<file path="config.mk">
export PLATFORM = sky130hd
export DESIGN_NAME = onewire_rom_search_engine
export DESIGN_NICKNAME = d
export VERILOG_FILES = /design/src/orse_pkg.sv /design/src/orse_step.sv /design/src/onewire_rom_search_engine.sv
export SDC_FILE = /design/constraint.sdc
export NUM_CORES = 1
export LEC_CHECK = 0
export ABC_AREA = 1
export ABC_CLOCK_PERIOD_IN_PS = 2980
export BUFFER_PORTS_ARGS = -buffer_cell sky130_fd_sc_hd__clkbuf_2
export CAP_MARGIN = 20
export CORE_ASPECT_RATIO = 1.75
export CORE_MARGIN = 1.5
export CORE_UTILIZATION = 40
export CTS_CLUSTER_DIAMETER = 30
export DETAILED_ROUTE_END_ITERATION = 8
export PLACE_DENSITY = 0.64
export SETUP_SLACK_MARGIN = 0.15
export SYNTH_ARGS = -nofsm -noshare
export SYNTH_HDL_FRONTEND = slang
export SYNTH_SLANG_ARGS = --single-unit
</file>
<file path="constraint.sdc">
create_clock -name clk_i -period 2.98 [get_ports clk_i]
set_input_delay 0.596 -clock clk_i [delete_from_list [all_inputs] [get_ports clk_i]]
set_output_delay 0.596 -clock clk_i [all_outputs]
set_load 0.01 [all_outputs]
</file>
<file path="src/orse_pkg.sv">
package orse_pkg;

  typedef enum logic [1:0] {
    CMD_RESTART  = 2'd0,
    CMD_PRESENCE = 2'd1,
    CMD_BITPAIR  = 2'd2
  } cmd_e;

  typedef enum logic [1:0] {
    ST_MORE = 2'd0,
    ST_DONE = 2'd1,
    ST_FAIL = 2'd2
  } status_e;

  typedef enum logic [1:0] {
    ERR_NONE     = 2'd0,
    ERR_PRESENCE = 2'd1,
    ERR_BUS      = 2'd2,
    ERR_CRC      = 2'd3
  } error_e;

  typedef enum logic [1:0] {
    REG_ALARM_ONLY = 2'd0,
    REG_CHECK_CRC  = 2'd1
  } cfg_reg_e;

  localparam int unsigned CFG_IDX_W = 2;
  localparam int unsigned CODE_W    = 64;

  localparam logic [7:0] SEARCH_BYTE = 8'hF0;
  localparam logic [7:0] ALARM_BYTE  = 8'hEC;
  localparam logic [7:0] CRC_POLY    = 8'h8C;

  typedef struct packed {
    logic [1:0] command;
    logic       presence;
    logic       bit_true;
    logic       bit_complement;
  } in_item_t;

  typedef struct packed {
    logic [7:0]        send_byte;
    logic              direction_bit;
    logic              write_valid;
    logic              found;
    logic [CODE_W-1:0] rom_code;
    logic [1:0]        search_status;
    logic [1:0]        error_code;
  } out_item_t;

  typedef struct packed {
    logic alarm_only;
    logic check_crc;
  } cfg_t;

endpackage

</file>
<file path="src/orse_step.sv">
module orse_step import orse_pkg::*; #(
  parameter int unsigned ROM_BITS = 64
) (
  input  logic      clk_i,
  input  logic      rst_ni,
  input  logic      step_i,
  input  in_item_t  item_i,
  input  cfg_t      cfg_i,
  output out_item_t result_o
);

  localparam int unsigned IW = $clog2(ROM_BITS);
  localparam int unsigned CW = $clog2(ROM_BITS + 1);

  logic [CW-1:0]       bit_index_q, bit_index_d;
  logic [ROM_BITS-1:0] code_q, code_d;
  logic [ROM_BITS-1:0] prev_code_q, prev_code_d;
  logic [CW-1:0]       prev_fork_q, prev_fork_d;
  logic                fork_valid_q, fork_valid_d;
  logic [IW-1:0]       fork_idx_q, fork_idx_d;
  logic                first_pass_q, first_pass_d;
  logic [7:0]          crc_q, crc_d;
  status_e             status_q, status_d;
  error_e              error_q, error_d;
  logic                pass_open_q, pass_open_d;

  logic [IW-1:0]       idx;
  logic                dir;
  logic                fb;
  logic [ROM_BITS-1:0] code_next;
  logic [7:0]          crc_next;
  out_item_t           res;

  assign idx = bit_index_q[IW-1:0];

  always_comb begin
    bit_index_d  = bit_index_q;
    code_d       = code_q;
    prev_code_d  = prev_code_q;
    prev_fork_d  = prev_fork_q;
    fork_valid_d = fork_valid_q;
    fork_idx_d   = fork_idx_q;
    first_pass_d = first_pass_q;
    crc_d        = crc_q;
    status_d     = status_q;
    error_d      = error_q;
    pass_open_d  = pass_open_q;
    res          = '0;
    dir          = item_i.bit_true;
    fb           = 1'b0;
    code_next    = code_q;
    crc_next     = crc_q;

    unique case (item_i.command)
      CMD_RESTART: begin
        prev_fork_d  = CW'(ROM_BITS);
        prev_code_d  = '0;
        status_d     = ST_MORE;
        error_d      = ERR_NONE;
        first_pass_d = 1'b1;
        pass_open_d  = 1'b0;
        bit_index_d  = '0;
        code_d       = '0;
        crc_d        = '0;
        fork_valid_d = 1'b0;
      end
      CMD_PRESENCE: begin
        if (status_q == ST_MORE) begin
          if (!item_i.presence) begin
            status_d     = ST_FAIL;
            error_d      = ERR_PRESENCE;
            pass_open_d  = 1'b0;
            first_pass_d = 1'b0;
          end else begin
            bit_index_d   = '0;
            code_d        = '0;
            crc_d         = '0;
            fork_valid_d  = 1'b0;
            pass_open_d   = 1'b1;
            res.send_byte = cfg_i.alarm_only ? ALARM_BYTE : SEARCH_BYTE;
          end
        end
      end
      CMD_BITPAIR: begin
        if (status_q == ST_MORE && pass_open_q) begin
          if (item_i.bit_true && item_i.bit_complement) begin
            status_d     = ST_FAIL;
            error_d      = ERR_BUS;
            pass_open_d  = 1'b0;
            first_pass_d = 1'b0;
          end else begin
            // both zero: devices disagree here, pick the branch
            if (!item_i.bit_true && !item_i.bit_complement) begin
              if (!first_pass_q && CW'(idx) < prev_fork_q) begin
                dir = prev_code_q[idx];
                if (!dir) begin
                  fork_valid_d = 1'b1;
                  fork_idx_d   = idx;
                end
              end else if (CW'(idx) == prev_fork_q) begin
                dir = 1'b1;
              end else begin
                fork_valid_d = 1'b1;
                fork_idx_d   = idx;
              end
            end
            code_next = code_q | (ROM_BITS'(dir) << idx);
            fb        = crc_q[0] ^ dir;
            crc_next  = (crc_q >> 1) ^ (fb ? CRC_POLY : 8'h00);
            code_d    = code_next;
            crc_d     = crc_next;
            bit_index_d       = bit_index_q + CW'(1);
            res.direction_bit = dir;
            res.write_valid   = 1'b1;
            if (bit_index_q == CW'(ROM_BITS - 1)) begin
              prev_code_d  = code_next;
              pass_open_d  = 1'b0;
              first_pass_d = 1'b0;
              if (cfg_i.check_crc && crc_next != 8'h00) begin
                status_d = ST_FAIL;
                error_d  = ERR_CRC;
              end else begin
                res.found                  = 1'b1;
                res.rom_code[ROM_BITS-1:0] = code_next;
                if (!fork_valid_d) begin
                  status_d = ST_DONE;
                end else begin
                  prev_fork_d = CW'(fork_idx_d);
                end
              end
            end
          end
        end
      end
      default: ;
    endcase

    res.search_status = status_d;
    res.error_code    = error_d;
  end

  assign result_o = res;

  always_ff @(posedge clk_i or negedge rst_ni) begin
    if (!rst_ni) begin
      bit_index_q  <= '0;
      code_q       <= '0;
      prev_code_q  <= '0;
      prev_fork_q  <= CW'(ROM_BITS);
      fork_valid_q <= 1'b0;
      fork_idx_q   <= '0;
      first_pass_q <= 1'b1;
      crc_q        <= '0;
      status_q     <= ST_MORE;
      error_q      <= ERR_NONE;
      pass_open_q  <= 1'b0;
    end else if (step_i) begin
      bit_index_q  <= bit_index_d;
      code_q       <= code_d;
      prev_code_q  <= prev_code_d;
      prev_fork_q  <= prev_fork_d;
      fork_valid_q <= fork_valid_d;
      fork_idx_q   <= fork_idx_d;
      first_pass_q <= first_pass_d;
      crc_q        <= crc_d;
      status_q     <= status_d;
      error_q      <= error_d;
      pass_open_q  <= pass_open_d;
    end
  end

endmodule

</file>
<file path="src/onewire_rom_search_engine.sv">
// 1-Wire search-ROM sequencer. Each request on the input channel is one bus
// event: restart the search, the presence answer of a bus reset, or a read
// bit pair. Every request yields exactly one result on the output channel:
// the search byte to send (after a good presence), the branch bit to write
// back (bit pairs), a completed device code with its found flag, and the
// current search status and error code.
// A request is first captured in the input register; the step logic then
// loads the result register from it while updating the search state. One
// request per cycle is sustained while the receiver takes every result; the
// input register drains whenever the result register is empty or being
// taken.
// If the receiver stalls, the result register holds and the input register
// fills; input ready drops only when both are occupied.
// Reset clears the search state (no pass open, status "more", first pass)
// and the settings: alarm_only 0, check_crc 1. Settings are written on the
// configuration channel, which is always ready, and should change only while
// no request is in flight.
module onewire_rom_search_engine import orse_pkg::*; #(
  parameter int unsigned ROM_BITS = 64
) (
  input  logic                 clk_i,
  input  logic                 rst_ni,
  input  logic                 in_valid_i,
  output logic                 in_ready_o,
  input  in_item_t             in_item_i,
  output logic                 out_valid_o,
  input  logic                 out_ready_i,
  output out_item_t            out_item_o,
  input  logic                 cfg_valid_i,
  output logic                 cfg_ready_o,
  input  logic [CFG_IDX_W-1:0] cfg_index_i,
  input  logic                 cfg_data_i
);

  cfg_t      cfg_q;
  logic      in_valid_q;
  in_item_t  in_item_q;
  logic      out_valid_q;
  out_item_t out_item_q;
  out_item_t step_res;
  logic      advance;

  assign advance     = in_valid_q && (!out_valid_q || out_ready_i);
  assign in_ready_o  = !in_valid_q || advance;
  assign cfg_ready_o = 1'b1;

  always_ff @(posedge clk_i or negedge rst_ni) begin
    if (!rst_ni) begin
      cfg_q.alarm_only <= 1'b0;
      cfg_q.check_crc  <= 1'b1;
    end else if (cfg_valid_i) begin
      unique case (cfg_index_i)
        REG_ALARM_ONLY: cfg_q.alarm_only <= cfg_data_i;
        REG_CHECK_CRC:  cfg_q.check_crc  <= cfg_data_i;
        default: ;
      endcase
    end
  end

  always_ff @(posedge clk_i or negedge rst_ni) begin
    if (!rst_ni) begin
      in_valid_q <= 1'b0;
    end else if (in_ready_o) begin
      in_valid_q <= in_valid_i;
    end
  end

  always_ff @(posedge clk_i) begin
    if (in_ready_o && in_valid_i) begin
      in_item_q <= in_item_i;
    end
  end

  orse_step #(
    .ROM_BITS(ROM_BITS)
  ) u_step (
    .clk_i    (clk_i),
    .rst_ni   (rst_ni),
    .step_i   (advance),
    .item_i   (in_item_q),
    .cfg_i    (cfg_q),
    .result_o (step_res)
  );

  always_ff @(posedge clk_i or negedge rst_ni) begin
    if (!rst_ni) begin
      out_valid_q <= 1'b0;
    end else if (advance) begin
      out_valid_q <= 1'b1;
    end else if (out_ready_i) begin
      out_valid_q <= 1'b0;
    end
  end

  always_ff @(posedge clk_i) begin
    if (advance) begin
      out_item_q <= step_res;
    end
  end

  assign out_valid_o = out_valid_q;
  assign out_item_o  = out_item_q;

endmodule
</file>
==> metrics.md <==
| Metric | Value |
|---|---|
| Status | `finished, final reports clean` |
| Area contributors post-synth | `dfrtp_1 36%, edfxtp_1 21%, nand2_1 6.3%` |
| Synth unique cells | `44` |
| CP endpoint kind | `flop` |
| Antenna diodes | `0` |
| DRC violations left | `0` |
| Register Area | `6560 um^2` |
| Commonest cells in the netlist | `190 x nand2_1, 187 x inv_1, 164 x dfrtp_1` |
| MaxCap Viol Count | `0` |
| Startpoint Class | `flop` |
| Final net count | `1367` |
| H-tree Lvls | `2` |
| Yosys reg bits | `246` |
| Clock tree sinks | `246` |
| Most common cell in the netlist | `nand2_1` |
| Share of cells above drive strength 1 | `21.7%` |
| Yosys top cell by area | `dfrtp_1` |
| Detailed Route Iter0 Violations | `642` |
| DR vias/cell | `5.27` |
| Final min period | `2.72 ns` |
| CP Class | `reg2reg` |
| Multi-input logic area | `3670 um^2` |
| Overflow after GRT | `0` |
| Dpl hpwl | `20800 um` |
| Yosys warning total | `0` |
| Post-Syn Area per Cell | `9.26 um^2` |
| Vias in the first global route | `9141` |
| # hold bufs at CTS | `0` |
| Pwr per Cell Area | `767 nW/um^2` |
| Synth top area share | `36.4%` |
| Total CTS buffers | `36` |
| FILL cells | `2582` |
| Final setup fails | `0` |
| Effective utilization at floorplan | `40.5%` |
| Post-Synthesis Cells | `1218` |
| All-Layer GR Usage | `22.2%` |
| CP arrival | `2.98 ns` |
| CP required | `3.24 ns` |
| Final Power | `10600 uW` |
| R2R cell count | `21` |
| Cell Area, Synth | `11300 um^2` |
| Final Slew Violations | `0` |
| FFs w/ async S/R, synth | `67.9%` |
| Root Buffer | `clkbuf_16` |
| Fraction of the yosys area taken by sequential cells | `58.1%` |
| Initial antenna violation count | `0` |
| Max Clock Freq | `367 MHz` |
| Die area | `29300 um^2` |
| RSZ-0062 raised after global routing | `true` |
| Die span in x | `130 um` |
| Largest net degree at the start of global routing | `58` |
| Slew @ Worst Pin | `0.718 ns` |
| Worst Hold Class | `in2async` |
| Die height | `225 um` |
| Clk_lat worst skew | `0.52 ns` |
| Detailed-route via count | `9176` |
| Tcrit/Tclk final | `91.4%` |
| Num ports | `95` |
| Routed WL per cell | `18.0 um` |
| Total negative slack | `0 ns` |
| First-pass GRT wire length | `49600 um` |
| Layout area overhead | `22.2%` |
| TritonCTS clock tree | `built` |
| Core area | `27900 um^2` |
| # rows | `81` |
| Antenna-violating nets left | `0` |
| DR pass1 iterations | `5` |
| GPL Wtd Cong | `0.871` |
| Slew margin rel. | `52.1%` |
| Top_reg_cell synth | `dfrtp_1` |
| Static Leakage | `0.00607 uW` |
| Crit path max fanout | `8` |
| Final wirelength | `31400 um` |
| EDFF count, synth | `79` |
| Clock-pin slew on the worst setup and hold paths | `0.05 ns` |
| Maximum VDD drop | `379 uV` |
| Final Hold Fails | `0` |
| CTS Buffer Depth | `3` |
| Clock Skew | `0.0164 ns` |
| Port Buffers | `91` |
## layout make-up
type                       instances  area share (%)
clock buffer                      43            6.95
clock inverter                    21            1.56
inverter                         203            5.59
multi-input combinational        698            26.6
sequential                       246            47.5
tap                              373            3.38
timing repair buffer             158            8.35
## flip-flops by register name, summed over array words and instances (netlist names), 2 cells and up
register,flops
in_item_q,5
u_step.bit_index_q,7
u_step.fork_idx_q,6
u_step.status_q,2
u_step.code_q,64
u_step.crc_q,8
u_step.prev_fork_q,7
out_item_o,74
u_step.prev_code_q,64
cfg_q,2
u_step.error_q,2
## final timing paths
| check | startpoint | end | slack [ns] |
|---|---|---|---|
| setup / recovery | u_step.bit_index_q[1] | out_item_o[24] | 0.26 |
| hold / removal | rst_ni | cfg_q[1] | 0.04 |
| setup reg to reg | u_step.bit_index_q[1] | out_item_o[24] | 0.26 |
| hold reg to reg | u_step.prev_code_q[1] | u_step.prev_code_q[1] | 0.49 |
| max in group asynchronous | rst_ni | u_step.first_pass_q | 2.09 |
| min in group clk_i | in_item_i[4] | in_item_q[4] | 0.27 |
## through the flow
step / setup slack, ns / util (%) / area [um^2] / cells / hold WS [ns]
5_1_grt: 0.0907 / 49.5 / 13800 / 1742 / 0.0685
3_5_place_dp: 0.185 / 44.7 / 12500 / 1672 / 0.471
4_1_cts: 0.170 / 48.9 / 13600 / 1736 / 0.0566
6_report: 0.257 / 49.5 / 13800 / 1742 / 0.0380
3_3_place_gp: 0.197 / 44.7 / 12500 / 1672 / 0.467
2_1_floorplan: 0.223 / - / 11300 / 1219 / 0.300
## logic make-up after synthesis
logic type | count (synthesis) | share of synthesized area [%]
simple gates | 444 | 18.0
buf+inv | 275 | 10.1
flops | 246 | 58.1
compound gates | 239 | 12.4
fa+ha+maj | 11 | 1.22
other cells | 2 | 0.0666
mux | 1 | 0.0887
## layer usage
| layer | GRT usage [%] | wire length, um | vias to the layer above |
|---|---|---|---|
| met2 | 38.2 | 16100 | 310 |
| met1 | 26.3 | 12300 | 4480 |
| met5 | 0 | 0 | - |
| met4 | 12.3 | 1690 | 0 |
| met3 | 3.16 | 1370 | 100 |
| li1 | - | - | 4286 |
## critical path: stages (launching register included)
cell and delay [ns]:
dfrtp_2 0.45, buf_4 0.16, inv_4 0.09, buf_12 0.15
nor2_1 0.05, nand2_1 0.08, nand3_2 0.10, nand3_2 0.11
nand3_2 0.10, nand3_2 0.10, nand3_2 0.09, nand2_2 0.10
nand2_4 0.09, inv_6 0.12, nor2_4 0.06, nand2_2 0.11
nor2_4 0.04, buf_4 0.16, nand3_1 0.08, nand2_1 0.06
inv_1 0.13, nor2_2 0.04
## placed cells by master, fill, tap and decap left out, types with 4 or more instances in the layout
cell type  count
inv_2         12
clkinv_2       5
nand2_1      189
nor2_1        81
dfrtp_1      162
clkbuf_16     38
nand3_2        7
clkbuf_1       5
buf_12        13
nand3_1       99
o21ai_1       24
inv_6          8
edfxtp_1      79
o211ai_1       6
nand2_2        4
buf_4         51
a31oi_1       18
nor3_4         4
nor2_4         6
o22ai_1      104
nor2_2        30
a211oi_1       5
a21oi_1       19
clkbuf_2      90
inv_1        186
ha_1          10
o21ai_0       55
nor3_1         8
## where the power goes
| part | leakage (uW) | switching (uW) | internal [uW] |
|---|---|---|---|
| combinational | 0.00242 | 1570 | 896 |
| sequential | 0.00307 | 147 | 3820 |
| clock | 0.000580 | 1630 | 2530 |
## what timing repair did
item,4_1_cts,5_1_grt
pin swaps,0,6
setup endpoints to repair,1,186
gates resized for setup,1,20
cloned,0,1
buffers inserted,0,5
Note: power is estimated with default switching activity, not from simulation.
